==> src/sipd_pkg.sv <==
// ----------------------------------------------------------------------------
// sipd_pkg
// Shared types and constants of the sync/ID packet deframer.
// ----------------------------------------------------------------------------
package sipd_pkg;

	localparam int PAYLOAD_BYTES = 24;
	localparam int WORD_COUNT    = 6;
	localparam int WORD_W        = 32;
	localparam int COUNT_W       = 5;
	localparam int CFG_INDEX_W   = 2;

	localparam logic [COUNT_W-1:0] LAST_INDEX = COUNT_W'(PAYLOAD_BYTES - 1);

	localparam logic [7:0] SYNC_FIRST_RST  = 8'h1A;
	localparam logic [7:0] SYNC_SECOND_RST = 8'h1B;
	localparam logic [7:0] MESSAGE_ID_RST  = 8'h2C;

	localparam int MID_DEPTH_DFLT = 2;
	localparam int OUT_DEPTH_DFLT = 2;

	typedef enum logic [CFG_INDEX_W-1:0] {
		CFG_SYNC_FIRST  = 2'd0,
		CFG_SYNC_SECOND = 2'd1,
		CFG_MESSAGE_ID  = 2'd2
	} cfg_idx_t;

	typedef enum logic [1:0] {
		ST_HUNT    = 2'd0,
		ST_SYNC2   = 2'd1,
		ST_ID      = 2'd2,
		ST_PAYLOAD = 2'd3
	} frame_state_t;

	typedef enum logic [1:0] {
		OP_NONE  = 2'd0,
		OP_STORE = 2'd1,
		OP_LAST  = 2'd2
	} op_t;

	typedef struct packed {
		op_t        op;
		logic [7:0] data;
	} cmd_t;

	typedef struct packed {
		logic                     new_packet;
		logic signed [WORD_W-1:0] pos_x;
		logic signed [WORD_W-1:0] pos_y;
		logic signed [WORD_W-1:0] pos_z;
		logic signed [WORD_W-1:0] vel_x;
		logic signed [WORD_W-1:0] vel_y;
		logic signed [WORD_W-1:0] vel_z;
	} result_t;

endpackage

==> src/sipd_fifo.sv <==
// ----------------------------------------------------------------------------
// sipd_fifo
// Small register queue with count-based full and empty flags.
// ----------------------------------------------------------------------------
module sipd_fifo #(
	parameter int WIDTH = 8,
	parameter int DEPTH = 2
) (
	input  logic             clk,
	input  logic             arst_n,
	input  logic             push,
	input  logic [WIDTH-1:0] wdata,
	output logic             full,
	input  logic             pop,
	output logic [WIDTH-1:0] rdata,
	output logic             empty
);

	localparam int PW = (DEPTH > 1) ? $clog2(DEPTH) : 1;
	localparam int CW = $clog2(DEPTH + 1);

	logic [WIDTH-1:0] mem_q [0:DEPTH-1];
	logic [PW-1:0]    wr_ptr_q;
	logic [PW-1:0]    rd_ptr_q;
	logic [CW-1:0]    count_q;
	logic             push_ok;
	logic             pop_ok;

	assign full    = (count_q == CW'(DEPTH));
	assign empty   = (count_q == '0);
	assign push_ok = push && !full;
	assign pop_ok  = pop && !empty;
	assign rdata   = mem_q[rd_ptr_q];

	always_ff @(posedge clk) begin
		if (push_ok) begin
			mem_q[wr_ptr_q] <= wdata;
		end
	end

	always_ff @(posedge clk or negedge arst_n) begin
		if (!arst_n) begin
			wr_ptr_q <= '0;
			rd_ptr_q <= '0;
			count_q  <= '0;
		end else begin
			if (push_ok) begin
				wr_ptr_q <= (wr_ptr_q == PW'(DEPTH - 1)) ? '0 : wr_ptr_q + 1'b1;
			end
			if (pop_ok) begin
				rd_ptr_q <= (rd_ptr_q == PW'(DEPTH - 1)) ? '0 : rd_ptr_q + 1'b1;
			end
			unique case ({push_ok, pop_ok})
				2'b10: count_q <= count_q + 1'b1;
				2'b01: count_q <= count_q - 1'b1;
				2'b00: count_q <= count_q;
				2'b11: count_q <= count_q;
			endcase
		end
	end

	a_count_bound: assert property (@(posedge clk) disable iff (!arst_n)
		count_q <= CW'(DEPTH))
		else $error("Queue holds more entries than its depth.");

endmodule

==> src/sipd_front.sv <==
// ----------------------------------------------------------------------------
// sipd_front
// Frame hunter: tracks sync bytes, ID and payload position, holds the
// configuration registers and turns each received byte into a command.
// ----------------------------------------------------------------------------
module sipd_front (
	input  logic                                clk,
	input  logic                                arst_n,
	input  logic                                accept,
	input  logic [7:0]                          rx_byte,
	input  logic                                cfg_valid,
	input  logic [sipd_pkg::CFG_INDEX_W-1:0]    cfg_index,
	input  logic [7:0]                          cfg_data,
	output sipd_pkg::cmd_t                      cmd
);

	logic [7:0]                       sync_first_q;
	logic [7:0]                       sync_second_q;
	logic [7:0]                       message_id_q;
	sipd_pkg::frame_state_t           state_q;
	sipd_pkg::frame_state_t           state_d;
	logic [sipd_pkg::COUNT_W-1:0]     count_q;
	logic [sipd_pkg::COUNT_W-1:0]     count_d;

	always_ff @(posedge clk or negedge arst_n) begin
		if (!arst_n) begin
			sync_first_q  <= sipd_pkg::SYNC_FIRST_RST;
			sync_second_q <= sipd_pkg::SYNC_SECOND_RST;
			message_id_q  <= sipd_pkg::MESSAGE_ID_RST;
		end else if (cfg_valid) begin
			unique case (sipd_pkg::cfg_idx_t'(cfg_index))
				sipd_pkg::CFG_SYNC_FIRST:  sync_first_q  <= cfg_data;
				sipd_pkg::CFG_SYNC_SECOND: sync_second_q <= cfg_data;
				sipd_pkg::CFG_MESSAGE_ID:  message_id_q  <= cfg_data;
				default: ;
			endcase
		end
	end

	always_comb begin
		state_d = state_q;
		count_d = count_q;
		if (accept) begin
			unique case (state_q)
				sipd_pkg::ST_HUNT: begin
					if (rx_byte == sync_first_q) begin
						state_d = sipd_pkg::ST_SYNC2;
					end
					count_d = '0;
				end
				sipd_pkg::ST_SYNC2: begin
					state_d = (rx_byte == sync_second_q) ? sipd_pkg::ST_ID : sipd_pkg::ST_HUNT;
					count_d = '0;
				end
				sipd_pkg::ST_ID: begin
					state_d = (rx_byte == message_id_q) ? sipd_pkg::ST_PAYLOAD
					                                    : sipd_pkg::ST_HUNT;
					count_d = '0;
				end
				sipd_pkg::ST_PAYLOAD: begin
					priority if (count_q < sipd_pkg::LAST_INDEX) begin
						count_d = count_q + 1'b1;
					end else begin
						state_d = sipd_pkg::ST_HUNT;
						count_d = '0;
					end
				end
			endcase
		end
	end

	always_comb begin
		cmd.data = rx_byte;
		cmd.op   = sipd_pkg::OP_NONE;
		if (state_q == sipd_pkg::ST_PAYLOAD) begin
			priority if (count_q == sipd_pkg::LAST_INDEX) begin
				cmd.op = sipd_pkg::OP_LAST;
			end else if (count_q < sipd_pkg::LAST_INDEX) begin
				cmd.op = sipd_pkg::OP_STORE;
			end
		end
	end

	always_ff @(posedge clk or negedge arst_n) begin
		if (!arst_n) begin
			state_q <= sipd_pkg::ST_HUNT;
			count_q <= '0;
		end else begin
			state_q <= state_d;
			count_q <= count_d;
		end
	end

	a_count_idle: assert property (@(posedge clk) disable iff (!arst_n)
		(state_q != sipd_pkg::ST_PAYLOAD) |-> (count_q == '0))
		else $error("Payload count is nonzero outside the payload state.");

	a_last_returns: assert property (@(posedge clk) disable iff (!arst_n)
		(accept && cmd.op == sipd_pkg::OP_LAST) |=>
			(state_q == sipd_pkg::ST_HUNT && count_q == '0))
		else $error("Frame did not return to the hunt after its last byte.");

endmodule

==> src/sipd_back.sv <==
// ----------------------------------------------------------------------------
// sipd_back
// Payload collector: shifts in payload bytes, assembles the six
// little-endian words on the last byte and issues one result per command.
// ----------------------------------------------------------------------------
module sipd_back (
	input  logic              clk,
	input  logic              arst_n,
	input  sipd_pkg::cmd_t    cmd,
	input  logic              mid_empty,
	output logic              mid_pop,
	input  logic              out_full,
	output logic              out_push,
	output sipd_pkg::result_t res
);

	localparam int SREG_N = sipd_pkg::PAYLOAD_BYTES - 1;

	logic [7:0]                                          sreg_q [0:SREG_N-1];
	logic [7:0]                                          bytes  [0:sipd_pkg::PAYLOAD_BYTES-1];
	logic [sipd_pkg::WORD_COUNT-1:0][sipd_pkg::WORD_W-1:0] latest_q;
	logic [sipd_pkg::WORD_COUNT-1:0][sipd_pkg::WORD_W-1:0] assembled;
	logic [sipd_pkg::WORD_COUNT-1:0][sipd_pkg::WORD_W-1:0] vals;
	logic                                                is_last;

	assign mid_pop  = !mid_empty && !out_full;
	assign out_push = mid_pop;
	assign is_last  = (cmd.op == sipd_pkg::OP_LAST);

	always_comb begin
		for (int i = 0; i < SREG_N; i++) begin
			bytes[i] = sreg_q[i];
		end
		bytes[SREG_N] = cmd.data;
		for (int k = 0; k < sipd_pkg::WORD_COUNT; k++) begin
			assembled[k] = {bytes[4*k+3], bytes[4*k+2], bytes[4*k+1], bytes[4*k]};
		end
	end

	always_ff @(posedge clk) begin
		if (mid_pop && cmd.op == sipd_pkg::OP_STORE) begin
			for (int i = 0; i < SREG_N - 1; i++) begin
				sreg_q[i] <= sreg_q[i+1];
			end
			sreg_q[SREG_N-1] <= cmd.data;
		end
	end

	always_ff @(posedge clk or negedge arst_n) begin
		if (!arst_n) begin
			latest_q <= '0;
		end else if (mid_pop && is_last) begin
			latest_q <= assembled;
		end
	end

	always_comb begin
		vals           = is_last ? assembled : latest_q;
		res.new_packet = is_last;
		res.pos_x      = $signed(vals[0]);
		res.pos_y      = $signed(vals[1]);
		res.pos_z      = $signed(vals[2]);
		res.vel_x      = $signed(vals[3]);
		res.vel_y      = $signed(vals[4]);
		res.vel_z      = $signed(vals[5]);
	end

	a_hold_values: assert property (@(posedge clk) disable iff (!arst_n)
		(mid_pop && !is_last) |=> $stable(latest_q))
		else $error("Latest values changed without a completed packet.");

	a_load_values: assert property (@(posedge clk) disable iff (!arst_n)
		(mid_pop && is_last) |=> (latest_q == $past(assembled)))
		else $error("Latest values do not match the assembled packet.");

endmodule

==> src/sync_id_packet_deframer_unit.sv <==
// ----------------------------------------------------------------------------
// sync_id_packet_deframer_unit
// Finds frames of two sync bytes and an ID byte in a byte stream, collects
// the 24-byte payload and reports six signed fixed-point words per packet.
//
// Channel   Direction  Handshake            Payload
// input     in         push / full          rx_byte
// result    out        pop / empty          new_packet, pos_x..vel_z
// config    in         cfg_valid/cfg_ready  cfg_index, cfg_data
//
// One byte is taken per cycle while full is low; every byte gives one result.
// The frame hunter writes the command for each accepted byte into the middle
// queue, and the payload collector moves it into the result queue once that
// queue has room; the result then shows at the outputs.
// Reset loads the default sync and ID values, clears both queues and sets
// the reported values to zero.
// The middle queue decouples the hunter from the collector; full rises
// only once the result and then the middle queue fill (MID_DEPTH above one).
// ----------------------------------------------------------------------------
module sync_id_packet_deframer_unit #(
	parameter int MID_DEPTH = sipd_pkg::MID_DEPTH_DFLT,
	parameter int OUT_DEPTH = sipd_pkg::OUT_DEPTH_DFLT
) (
	input  logic                                  clk,
	input  logic                                  arst_n,
	input  logic                                  push,
	output logic                                  full,
	input  logic [7:0]                            rx_byte,
	output logic                                  empty,
	input  logic                                  pop,
	output logic                                  new_packet,
	output logic signed [sipd_pkg::WORD_W-1:0]    pos_x,
	output logic signed [sipd_pkg::WORD_W-1:0]    pos_y,
	output logic signed [sipd_pkg::WORD_W-1:0]    pos_z,
	output logic signed [sipd_pkg::WORD_W-1:0]    vel_x,
	output logic signed [sipd_pkg::WORD_W-1:0]    vel_y,
	output logic signed [sipd_pkg::WORD_W-1:0]    vel_z,
	input  logic                                  cfg_valid,
	output logic                                  cfg_ready,
	input  logic [sipd_pkg::CFG_INDEX_W-1:0]      cfg_index,
	input  logic [7:0]                            cfg_data
);

	logic              accept;
	sipd_pkg::cmd_t    front_cmd;
	sipd_pkg::cmd_t    mid_cmd;
	logic              mid_empty;
	logic              mid_pop;
	logic              out_full;
	logic              out_push;
	sipd_pkg::result_t back_res;
	sipd_pkg::result_t out_res;

	assign cfg_ready = 1'b1;
	assign accept    = push && !full;

	sipd_front u_front (
		.clk       (clk),
		.arst_n    (arst_n),
		.accept    (accept),
		.rx_byte   (rx_byte),
		.cfg_valid (cfg_valid),
		.cfg_index (cfg_index),
		.cfg_data  (cfg_data),
		.cmd       (front_cmd)
	);

	sipd_fifo #(
		.WIDTH ($bits(sipd_pkg::cmd_t)),
		.DEPTH (MID_DEPTH)
	) u_mid_fifo (
		.clk    (clk),
		.arst_n (arst_n),
		.push   (accept),
		.wdata  (front_cmd),
		.full   (full),
		.pop    (mid_pop),
		.rdata  (mid_cmd),
		.empty  (mid_empty)
	);

	sipd_back u_back (
		.clk       (clk),
		.arst_n    (arst_n),
		.cmd       (mid_cmd),
		.mid_empty (mid_empty),
		.mid_pop   (mid_pop),
		.out_full  (out_full),
		.out_push  (out_push),
		.res       (back_res)
	);

	sipd_fifo #(
		.WIDTH ($bits(sipd_pkg::result_t)),
		.DEPTH (OUT_DEPTH)
	) u_out_fifo (
		.clk    (clk),
		.arst_n (arst_n),
		.push   (out_push),
		.wdata  (back_res),
		.full   (out_full),
		.pop    (pop),
		.rdata  (out_res),
		.empty  (empty)
	);

	assign new_packet = out_res.new_packet;
	assign pos_x      = out_res.pos_x;
	assign pos_y      = out_res.pos_y;
	assign pos_z      = out_res.pos_z;
	assign vel_x      = out_res.vel_x;
	assign vel_y      = out_res.vel_y;
	assign vel_z      = out_res.vel_z;

endmodule

==> config.mk <==
export PLATFORM = sky130hd
export DESIGN_NAME = sync_id_packet_deframer_unit
export DESIGN_NICKNAME = d
export VERILOG_FILES = /design/src/sipd_pkg.sv /design/src/sipd_fifo.sv /design/src/sipd_front.sv /design/src/sipd_back.sv /design/src/sync_id_packet_deframer_unit.sv
export SDC_FILE = /design/constraint.sdc
export NUM_CORES = 1
export LEC_CHECK = 0
export BUFFER_PORTS_ARGS = -buffer_cell sky130_fd_sc_hd__clkbuf_2
export CAP_MARGIN = 25
export CORE_ASPECT_RATIO = 1.75
export CORE_MARGIN = 4
export CORE_UTILIZATION = 45
export CTS_CLUSTER_DIAMETER = 40
export DETAILED_ROUTE_END_ITERATION = 8
export PLACE_DENSITY = 0.66
export SLEW_MARGIN = 15
export SYNTH_ARGS = -nofsm -noshare
export SYNTH_HDL_FRONTEND = slang
export SYNTH_SLANG_ARGS = --single-unit
export TNS_END_PERCENT = 100
==> constraint.sdc <==
create_clock -name clk -period 29.7 [get_ports clk]
set_input_delay 0 -clock clk [delete_from_list [all_inputs] [get_ports clk]]
set_output_delay 0 -clock clk [all_outputs]
set_load 0.005 [all_outputs]
======== Yosys cells after proc, flatten, opt, wreduce, memory -nomap -nowiden ========
Memories as Yosys holds them, arrays and structs flattened.
Index checks and enable logic that the tools add are counted.
word-level totals
  memory bits (read-only) ................. 0
  memory bits (writable) .................. 590
  input bits .............................. 23
  logic and storage cells ................. 99
  register bits ........................... 231
  bits in latches ......................... 0
  memories ................................ 3
memory list
  name              words  width  read ports  clocked after Yosys merged registers in  wr ports  RTL line         RTL
  u_out_fifo.mem_q  2      193    1           0                                        1         sipd_fifo.sv:22  logic [WIDTH-1:0] mem_q [0:DEPTH-1];
  u_back.sreg_q     23     8      23          0                                        23        sipd_back.sv:19  logic [7:0] sreg_q [0:SREG_N-1];
  u_mid_fifo.mem_q  2      10     1           0                                        1         sipd_fifo.sv:22
operators by class
  equal/unequal tests ..................... 21
  $mul .................................... 0
  div/mod/pow operators ................... 0
  shifts and indexed selects .............. 0
  add/sub/neg operators ................... 9
  magnitude comparators ................... 1
  reductions and logical operators ........ 25
  bitwise logic cells ..................... 0
  mux-type cells .......................... 23
operators by type and width
  cell                                                                number
  192-bit two-way mux                                                 1
  8-bit == test                                                       3
  2-bit == test, second input constant                                10
  2-bit zero test                                                     6
  2-bit two-way mux                                                   6
  1-bit two-way mux                                                   11
  2-bit by 1-bit == test with 1-bit output, second input constant     5
  5-bit one-hot mux with 2 select lines                               1
  1-bit logical AND                                                   8
  2-bit one-hot mux with 2 select lines                               2
  2-bit one-hot mux with 4 select lines                               1
  2-bit AND reduction                                                 3
  5-bit by 1-bit adder with 5-bit output, second input constant       1
  5-bit == test, second input constant                                1
  5-bit < comparator, second input constant                           1
  5-bit two-way mux                                                   1
  1-bit adder, second input constant                                  4
  2-bit by 1-bit adder with 2-bit output, second input constant       2
  1-bit zero test                                                     4
  2-bit OR reduction                                                  2
  2-bit by 1-bit subtractor with 2-bit output, second input constant  2
  3-bit AND reduction                                                 1
  3-bit OR reduction                                                  1
  2-bit by 1-bit != test with 1-bit output, second input constant     1
  2-bit != test, second input constant                                1

======== Logic depth before layout (Yosys ltp) ========
Gate-level depths: netlist of the first run.
  depth after elaboration ................. 6
  mapped depth ............................ 8
  mapped depth without buffers ............ 7

======== Hierarchy ========
Synthesis of the first run repeated with hierarchy kept, for this count alone.
second synthesis, totals
  cells, all modules ...................... 1615
  area total of the unflattened synthesis .. 32437.4 µm²
by module, submodules not included
  module                        area each (µm²)  cells each  times used
  sipd_back                     15077.0          809         1
  sipd_fifo at u_out_fifo       14791.7          619         1
  sipd_front                    1626.6           135         1
  sipd_fifo at u_mid_fifo       917.1            49          1
  sync_id_packet_deframer_unit  25.0             3           1

======== Worst setup path before layout of the first run ========
No wires, ideal clock.
  path kind ............................... reg2reg
  start point ............................. register u_mid_fifo.rd_ptr_q
  end point ............................... memory u_back.sreg_q[0][0], enable pin
  buffers on the path ..................... 1
  required time ........................... 28969 ps
  stages on the path, launching flop included .. 5
  path slack .............................. 20270 ps
  period minus slack after synthesis ...... 9430 ps
  data arrival time ....................... 8700 ps
  cells stage by stage .................... dfrtp_1 > buf_1 > nand2_1 > o32a_1 > nor2_1
RTL lines
  what                    RTL line         RTL
  from (decl)             sipd_fifo.sv:24  logic [PW-1:0] rd_ptr_q;
  from (signal assigned)  sipd_fifo.sv:51  rd_ptr_q <= (rd_ptr_q == PW'(DEPTH - 1)) ? '0 : rd_ptr_q + 1'b1;
  to (decl)               sipd_back.sv:19

======== Worst setup path in the final report of the first run ========
  start point ............................. register u_mid_fifo.rd_ptr_q
  end point ............................... register u_back.latest_q[97] (netlist bit)
on the way
  longest elaborated chain between the ends .. 3
RTL lines
  what                    RTL line         RTL
  memory read 2 x 10 bit  -
  2-bit == test           sipd_back.sv:28  assign is_last = (cmd.op == sipd_pkg::OP_LAST);
  1-bit logical AND       sipd_back.sv:52  end else if (mid_pop && is_last) begin
  to (signal assigned)    sipd_back.sv:53  latest_q <= assembled;
  to (decl)               sipd_back.sv:21  logic [sipd_pkg::WORD_COUNT-1:0][sipd_pkg::WORD_W-1:0] latest_q;
No other way between the ends.
A chain may end at the register's enable or synchronous reset.

==> summary.txt, run 1 <==
Async S/R FF share, synth: 28.14%
Total design power: 0.004513 W
Netlist area before placement: 0.03152 mm²
Core Rows: 128
Fin crit period: 4.332 ns
Final Hold Vio Count: 0
Max_cap viols: 0
Sink Count: 821
Synthesized flop and latch total: 821
Post-synth EDFFs: 590
First-pass GRT wire length: 94050 µm
Fin Setup TNS: 0 ns
Sequential fraction of the synthesis area: 74.59%
Largest net degree at the start of global routing: 160
Fill cells: 5670
Layout cells sized above 1: 39.83%
Cell taking the most area after synthesis: edfxtp_1
Clock Skew: 0.01526 ns
Syn Nets: 1649
Hold Path Class: primary input to async pin
Worst R2R Setup Slack: 25.37 ns
Most common cell in the netlist: edfxtp_1
Die width: 208.1 µm
GRT overflow: 0
Gr usage total: 16.16%
Startpoint types: flip-flop
Critical path class: flip-flop to flip-flop
Clock Pin Slew Worst Setup and Hold Paths: 0.07 ns
Final setup viols: 0
Maximum net fanout on the critical path: 66
Placer Congestion: 0.7540
Core Box Area: 0.06951 mm²
Synth top cells by count: edfxtp_1, mux2_2, dfrtp_1
Root Driver: clkbuf_16
VDD IR max: 0.1038 mV
Die height: 358.1 µm
DP Wirelength: 36210 µm
Post-CTS Setup Repair Bufs: 0
Die area: 0.07451 mm²
End of the worst register-to-register path: u_back.latest_q[97]
R2R Path Start: u_mid_fifo.rd_ptr_q
Area growth syn-to-layout: 15.18%
Starting Density: 45.35%
RSZ-0062 raised after global routing: false
I/O pins: 219
Final Max Tran Viols: 0
Port bufs: 217
Max clock buf depth: 3
WP data arrival: 4.82 ns
DRC: 0
Total Wirelength: 60230 µm
Worst Setup SP: u_mid_fifo.rd_ptr_q
Number of antenna diodes: 0
Starting DRC count in detailed routing: 607
Worst skew pair latency: 0.61 ns
H-tree depth: 3
Outcome: finished clean
DRT Pass-1 Iters: 5
Initial antenna violation count: 1
Post-Synthesis Cells: 1623
Critical path endpoint: u_back.latest_q[97]
Yosys top cell area share: 56.21%
Commonest register cell after synthesis: edfxtp_1
Routed Antenna Nets: 0
DR vias: 14720
Pwr dens: 124.3 mW/mm²
FF-to-FF path depth: 5
CP required: 30.19 ns
Avg WL per Cell: 21.05 µm
Fmax: 230.8 MHz
Synth warn: 0
Period utilization: 14.59%
CTS tree: yes
Post-synth cell types: 40
Slew headroom: 23.07%
TritonCTS Buffers: 78
Syn avg cell area: 19.42 µm²
CP endpoint kind: flip-flop
Synth top area cells: edfxtp_1, dfrtp_1, mux2_2
Avg Vias per Cell: 5.145
Leak: 13.19 nW
Final Net Count: 1917
Vias in the first global route: 15750
Worst Tran Pin Value: 1.154 ns
-- power breakdown --
group | leakage [nW] | total, W | switching (W) | internal, W
logic | 3.76 | 0.00133 | 0.000716 | 0.000614
clock network | 1.25 | 0.000991 | 0.000422 | 0.000569
registers | 8.18 | 0.00219 | 0.000213 | 0.00198
total | 13.2 | 0.00451 | 0.00135 | 0.00316
-- flip-flops by register name, summed over array words and instances (netlist names), 5 cells and up --
| register | flops |
|---|---|
| u_mid_fifo.mem_q | 20 |
| u_front.message_id_q | 8 |
| u_front.sync_second_q | 8 |
| u_front.count_q | 5 |
| u_out_fifo.mem_q | 386 |
| u_back.sreg_q | 184 |
| u_front.sync_first_q | 8 |
| u_back.latest_q | 192 |
-- final cells by class --
type | count | area, µm² | area share (%)
inverters | 15 | 56.30 | 0.1551
well taps | 910 | 1139 | 3.136
clock inverters | 41 | 449.2 | 1.237
repair buffers | 257 | 1516 | 4.177
clock buffers | 99 | 2102 | 5.790
multi-input cells | 718 | 7527 | 20.73
flip-flops and latches | 821 | 23510 | 64.77
-- worst min path at each step --
stage          startpoint                   to  depth (start not counted)
6_report           arst_n   u_back.latest_q[3]                          2
5_1_grt            arst_n   u_back.latest_q[3]                          2
4_1_cts            arst_n  u_back.latest_q[11]                          2
3_5_place_dp       arst_n  u_back.latest_q[12]                          1
3_3_place_gp       arst_n   u_back.latest_q[4]                          1
2_1_floorplan      arst_n   u_back.latest_q[0]                          0
-- critical path, cell delays in order (launching register included) --
cell	delay, ns
dfrtp_1	0.71
a32o_4	0.75
nor2b_4	0.71
buf_4	0.86
buf_4	0.68
mux2_1	0.39
-- per-layer routing --
metal  up-vias  track usage (%)  part of all wire, %  wire length [µm]
met1      7602            20.47                   41             24920
met4         0            5.850                  2.8              1710
li1       6713                -                    -                 -
met5         -                0                    0                 0
met3        98            2.801                  4.0              2402
met2       308            28.18                   52             31190
-- placed cells by master (no fill, tap or decap), types with 3 or more instances in the layout --
| cell | n |
|---|---|
| mux2_1 | 180 |
| a31oi_1 | 3 |
| clkbuf_1 | 15 |
| clkinv_1 | 7 |
| mux2_4 | 4 |
| dlygate4sd3_1 | 22 |
| clkbuf_16 | 79 |
| xor2_1 | 16 |
| clkinvlp_4 | 3 |
| edfxtp_1 | 590 |
| clkinv_4 | 3 |
| nand2_1 | 6 |
| mux2_2 | 401 |
| clkinv_2 | 10 |
| buf_4 | 14 |
| dfstp_2 | 10 |
| clkbuf_2 | 216 |
| inv_6 | 6 |
| inv_1 | 14 |
| nand4_1 | 4 |
| dfrtp_1 | 220 |
| nor4_1 | 3 |
| bufinv_16 | 7 |
| a21oi_1 | 16 |
| clkbuf_8 | 5 |
| xnor2_1 | 20 |
| nor2_1 | 27 |
| ha_1 | 3 |
| inv_8 | 4 |
| mux2i_1 | 8 |
-- cells by family after synthesis --
group	count (synthesis)	share of synthesized area (%)
compound gates	27	0.5280
other cells	1	0.01190
fa+ha+maj	3	0.1191
mux	593	21.20
buf+inv	84	1.647
simple gates	58	0.9050
flops	821	74.59
xor+xnor	36	1.000
-- stage by stage --
stage	cells	utilization [%]	hold slack [ns]	cell area, µm²	setup slack (ns)
after floorplan	1623	-	-0.2956	31520	20.27
after global placement	2697	48.16	0.1167	33480	25.38
after detailed placement	2698	48.20	0.1205	33500	25.27
after CTS	2860	52.19	0.04557	36280	25.27
after global routing	2861	52.23	0.1043	36300	25.06
final	2861	52.23	0.04188	36300	25.37
-- timing repair --
| item | 4_1_cts | 5_1_grt |
|---|---|---|
| resized for setup | 0 | 0 |
| hold buffers | 22 | 0 |
| endpoints found under the hold margin | 157 | 0 |
Power figures use the tool's default switching activity.
==> run 2, diff against run 1 <==
clock period = 4.5 ns   (was 29.7 ns; I/O delays follow)
==> summary.txt, run 2 (synthesized netlist as in run 1, its figures left out) <==
Outcome: finished clean
Fin Setup TNS: 0 ns (unchanged)
End of the worst register-to-register path: u_back.latest_q[129]
Cts repair resizes: 0 (unchanged)
Final Net Count: 1922 (+0.26%)
DR vias: 14830 (+0.77%)
Hold Path Class: primary input to async pin
Top reg by flops: u_out_fifo.mem_q
Clock Skew: 0.01734 ns (+0.002081 ns)
First-pass GRT wire length: 94420 µm (+0.39%)
DRC: 0 (unchanged)
Max FFs per register: 386 (unchanged)
CP Buf/Inv Count: 1 (-1)
Number of antenna diodes: 0 (unchanged)
Final Max Tran Viols: 0 (unchanged)
Max clock buf depth: 3 (unchanged)
DP Wirelength: 36250 µm (+0.11%)
Avg WL per Cell: 21.11 µm (+0.26%)
Avg Vias per Cell: 5.156 (+0.21%)
RSZ-0062 raised after global routing: false
Fmax: 376.7 MHz (+63%)
CP endpoint kind: flip-flop
Gr usage total: 16.21% (+0.048 points)
Vias in the first global route: 16230 (+3.0%)
Routed Antenna Nets: 0 (unchanged)
Pwr dens: 831.4 mW/mm² (+570%)
Starting DRC count in detailed routing: 698 (+15%)
I/O pins: 219 (unchanged)
Area growth syn-to-layout: 16.28%
Worst R2R Setup Slack: 1.85 ns (-23.52 ns)
GRT overflow: 0 (unchanged)
Max_cap viols: 0 (unchanged)
Maximum net fanout on the critical path: 22 (-67%)
Root Driver: clkbuf_16
TritonCTS Buffers: 83 (+6.4%)
Top delay family on crit path: flip-flops
Design area: 0.03665 mm² (+0.96%)
Largest stage delay on the critical path: 0.71 ns (-0.15 ns)
WP data arrival: 3.14 ns (-1.68 ns)
Clock Pin Slew Worst Setup and Hold Paths: 0.07 ns (about the same)
Die width: 208.1 µm (unchanged)
CTS tree: yes
Core Rows: 128 (unchanged)
Initial antenna violation count: 0 (-1)
Port bufs: 217 (unchanged)
Largest registers: u_out_fifo.mem_q x386, u_back.latest_q x192, u_back.sreg_q x184
Layout cells sized above 1: 40.47% (+0.64 points)
Die area: 0.07451 mm² (unchanged)
Fin crit period: 2.654 ns (-1.678 ns)
Leak: 13.36 nW (+1.3%)
FF-to-FF path depth: 4 (-1)
Die height: 358.1 µm (unchanged)
Final setup viols: 0 (unchanged)
Largest net degree at the start of global routing: 137 (-14%)
Slew headroom: 33.60% (+11 points)
Startpoint types: flip-flop
Final Hold Vio Count: 0 (unchanged)
Register Area: 0.02351 mm² (unchanged)
H-tree depth: 3 (unchanged)
DRT Pass-1 Iters: 5 (unchanged)
Worst path depth: 4 (-1)
Multi-input gate area: 0.007527 mm² (unchanged)
VDD IR max: 0.5598 mV (+440%)
Worst Tran Pin Value: 0.9960 ns (-0.1580 ns)
CP cell instances: a32o_4 -> nor2b_4 -> buf_4 -> mux2_1
Placer Congestion: 0.7356 (-2.4%)
Period utilization: 58.99% (+44 points)
CP max stage cell: dfrtp_1
Core Box Area: 0.06951 mm² (unchanged)
CP required: 4.98 ns (-25.21 ns)
Most common cell after layout, fill and taps aside: edfxtp_1
Post-DP Area: 0.03361 mm² (+0.31%)
Critical path class: flip-flop to flip-flop
Starting Density: 45.35% (unchanged)
Most frequent cells in the layout: edfxtp_1, mux2_2, dfrtp_1, clkbuf_2, mux2_1
Fill cells: 5544 (-2.2%)
Worst skew pair latency: 0.62 ns (about the same)
Sink Count: 821 (unchanged)
Total Wirelength: 60730 µm (+0.82%)
R2R Path Start: u_mid_fifo.rd_ptr_q
run 2: changes by cell type in the layout (fill, tap and decap cells not counted), sizes merged:
cell         before  now
buf              19   18
bufinv            7    3
clkbuf          315  327
clkinv           21   23
dlygate4sd3      22   23
inv              25   31
run 2: area by class of cell:
type	count	area share, %
clock inverters	45	1.270
inverters	15	0.1536
repair buffers	257	4.376
multi-input cells	718	20.54
clock buffers	111	6.401
well taps	910	3.107
flip-flops and latches	821	64.16
run 2: timing repair:
item	CTS	global route
setup buffers	0	0
hold buffers	23	0
endpoints found under the hold margin	158	0
run 2: power by group:
group	switching, W	internal, W
logic	0.00497	0.00431
registers	0.00130	0.0130
clock network	0.00296	0.00394
total	0.00923	0.0212
run 2: worst max-delay path by stage:
stage | startpoint | to | slack, ns
after detailed placement | u_mid_fifo.rd_ptr_q | u_back.latest_q[129] | 1.82
final | u_mid_fifo.rd_ptr_q | u_back.latest_q[129] | 1.85
after global routing | u_mid_fifo.rd_ptr_q | u_back.latest_q[129] | 1.69
after floorplan | u_mid_fifo.rd_ptr_q | u_back.sreg_q[0][0] | 0.27
after CTS | u_mid_fifo.rd_ptr_q | u_back.latest_q[129] | 1.80
after global placement | u_mid_fifo.rd_ptr_q | u_back.latest_q[131] | 1.89
run 2: routing by layer:
metal | GRT usage [%] | vias up | share of wire [%] | wire length, µm
li1 | - | 6738 | - | -
met1 | 19.28 | 7692 | 39 | 23980
met2 | 29.88 | 318 | 54 | 32850
met3 | 3.159 | 86 | 4.1 | 2516
met4 | 4.851 | 0 | 2.3 | 1374
met5 | 0 | - | 0 | 0
run 2: per-stage QoR:
stage / worst slack, ns / cells / util, % / total power [W] / hold slack [ns]
6_report: 1.846 / 2877 / 52.73 / 0.03047 / 0.06028
4_1_cts: 1.798 / 2877 / 52.73 / 0.03104 / 0.06817
3_3_place_gp: 1.895 / 2698 / 48.35 / 0.02354 / 0.1222
5_1_grt: 1.688 / 2877 / 52.73 / 0.03226 / 0.08758
3_5_place_dp: 1.815 / 2698 / 48.35 / 0.02399 / 0.1415
2_1_floorplan: 0.2708 / 1623 / - / 0.02018 / -0.2956
run 2: worst reg2reg max path: stages (launching register included):
cell     delay [ns]
dfrtp_1        0.71
a32o_4         0.35
nor2b_4        0.66
buf_4          0.44
mux2_1         0.38
==> run 3, diff against run 2 <==
PLACE_DENSITY = 0.69   (was 0.66)
clock period = 2.2 ns   (was 4.5 ns; I/O delays follow)
==> summary.txt, run 3 (synthesized netlist as in run 1, its figures left out) <==
Max_cap viols: 0 (unchanged)
Avg Vias per Cell: 5.137 (-0.38%)
Clock Pin Slew Worst Setup and Hold Paths: 0.06 ns (about the same)
Largest stage delay on the critical path: 0.55 ns (-0.16 ns)
Area growth syn-to-layout: 17.91%
Initial antenna violation count: 0 (unchanged)
Largest registers: u_out_fifo.mem_q x386, u_back.latest_q x192, u_back.sreg_q x184
Psw: 0.01916 W (+110%)
Vias in the first global route: 16360 (+0.79%)
Starting Density: 45.35% (unchanged)
Worst skew pair latency: 0.62 ns (about the same)
Hold Path Class: primary input to flip-flop
Avg WL per Cell: 21.67 µm (+2.7%)
Fmax: 471.2 MHz
Core Box Area: 0.06951 mm² (unchanged)
Max FFs per register: 386 (unchanged)
Met3 Usage GRT: 2.739% (-0.42 points)
Port bufs: 217 (unchanged)
Startpoint types: flip-flop
Die height: 358.1 µm (unchanged)
Final Util: 53.47% (+0.74 points)
Critical path class: flip-flop to primary output
Gr usage total: 16.90% (+0.69 points)
Maximum net fanout on the critical path: 68 (+210%)
Routed Antenna Nets: 0 (unchanged)
CP cell instances: buf_16 -> mux2_2 -> clkbuf_2
Die area: 0.07451 mm² (unchanged)
WP data arrival: 2.12 ns (-1.02 ns)
Final Max Tran Viols: 0 (unchanged)
First-pass GRT wire length: 97680 µm (+3.4%)
Final Hold Vio Count: 0 (unchanged)
CP max stage cell: dfrtp_4
Most common cell after layout, fill and taps aside: edfxtp_1
Switch share: 30.19% (-0.11 points)
CTS tree: yes
CP required: 2.20 ns (-2.78 ns)
Sequential group share of total power: 46.0% (-0.9 points)
Top reg by flops: u_out_fifo.mem_q
Die width: 208.1 µm (unchanged)
DRC: 0 (unchanged)
Period utilization: 96.47%
Clock Skew: 0.01247 ns (-0.004870 ns)
Final setup viols: 0 (unchanged)
Final Net Count: 1955 (+1.7%)
Dpl cells: 2733 (+1.3%)
Outcome: finished clean
Core Rows: 128 (unchanged)
Most frequent cells in the layout: edfxtp_1, mux2_2, dfrtp_1, clkbuf_2, mux2_1
Internal power: 0.04431 W (+110%)
Fin crit period: 2.122 ns
Starting DRC count in detailed routing: 664 (-4.9%)
Largest net degree at the start of global routing: 84 (-39%)
Sink Count: 821 (unchanged)
DR vias: 14940 (+0.69%)
Met2 GRT Util: 30.19% (+0.31 points)
Total Wirelength: 63020 µm (+3.8%)
DRT Pass-1 Iters: 5 (unchanged)
Max clock buf depth: 3 (unchanged)
H-tree depth: 3 (unchanged)
Final cell count without fillers: 2908 (+1.1%)
Clock share of power: 22.3% (-0.3 points)
DP Wirelength: 39870 µm (+10%)
CP endpoint kind: primary output
Total design power: 0.06347 W (+110%)
Placer Congestion: 0.7373 (+0.23%)
GRT busiest layer: met2
GRT overflow: 0 (unchanged)
RSZ-0062 raised after global routing: false
Slew headroom: 59.87% (+26 points)
Worst Tran Pin Value: 0.6020 ns (-0.3940 ns)
I/O pins: 219 (unchanged)
Root Driver: clkbuf_16
Leak: 13.62 nW (+2.0%)
VDD IR max: 1.090 mV (+95%)
Met1 usage: 20.75% (+1.5 points)
Pwr dens: 1708 mW/mm² (+110%)
Layout cells sized above 1: 41.26% (+0.79 points)
Combinational Power Share: 31.7% (+1.2 points)
TritonCTS Buffers: 80 (-3.6%)
==> run 3: cell count changes in the layout (fill, tap and decap cells not counted), moves of 3 or more <==
cell       previous run  this run
clkinv_1              3         9
inv_6                10         3
bufinv_16             3         7
buf_12               12        27
clkbuf_1             15        12
clkbuf_8             10         6
buf_16                0         3
buf_4                 5        23
==> run 3: metrics by stage <==
stage	hold slack, ns	TNS [ns]	instance area (µm²)	worst slack [ns]
finish	0.09663	0	37170	0.07774
global route	0.1300	0	37160	0.007259
CTS	0.04130	0	37130	0.003027
detailed placement	-0.03244	0	34090	0.1507
global placement	-0.02745	0	34090	0.1588
floorplan	-0.2956	-719.35	31550	-1.737
==> run 3: critical path, delay by kind of cell (launching register included) <==
family / cells / cell delay, ns
DFF: 1 / 0.55
buffers and inverters: 2 / 0.47
muxes: 1 / 0.41
==> run 3: path summary, 6_finish.rpt <==
kind | startpoint | endpoint | slack, ns | cells after the start
min in group asynchronous | arst_n | u_back.latest_q[173] | 0.54 | 4
worst min register to register | u_back.sreg_q[0][52] | u_back.sreg_q[0][44] | 0.47 | 0
worst min-delay path | cfg_valid | u_front.message_id_q[3] | 0.1 | 3
max in group asynchronous | arst_n | u_back.latest_q[106] | 1.26 | 4
worst max register to register | u_mid_fifo.rd_ptr_q | u_back.latest_q[81] | 0.16 | 6
worst max-delay path | u_out_fifo.rd_ptr_q | pos_y[0] | 0.08 | 3
==> run 3: area by class of cell <==
cell class              count  area (µm²)
diodes                      1       2.502
repair buffers            293        2137
multi-input cells         718        7531
clock buffers             103        2255
fillers                  5515       32340
clock inverters            47       531.8
flip-flops and latches    821       23510
inverters                  15       56.30
well taps                 910        1139
==> run 3: timing repair <==
item,4_1_cts,5_1_grt
hold endpoints to repair,288,0
gates cloned,0,1
endpoints found under the setup margin,13,10
resized for setup,1,2
hold buffers,23,0
setup buffers,0,0
==> run 3: power by group through the flow <==
stage / Combinational [W] / Clock [W] / Sequential [W]
5_1_grt: 0.0220 / 0.0152 / 0.0299
2_1_floorplan: 0.0122 / 0 / 0.0281
3_5_place_dp: 0.0205 / 0 / 0.0295
4_1_cts: 0.0207 / 0.0145 / 0.0292
6_report: 0.0201 / 0.0142 / 0.0292
3_3_place_gp: 0.0201 / 0 / 0.0291
==> run 3: metal layers <==
| metal | part of all wire (%) | routed length [µm] |
|---|---|---|
| met5 | 0 | 0 |
| met3 | 4.1 | 2556 |
| met2 | 53 | 33580 |
| met4 | 2.8 | 1758 |
| met1 | 40 | 25120 |
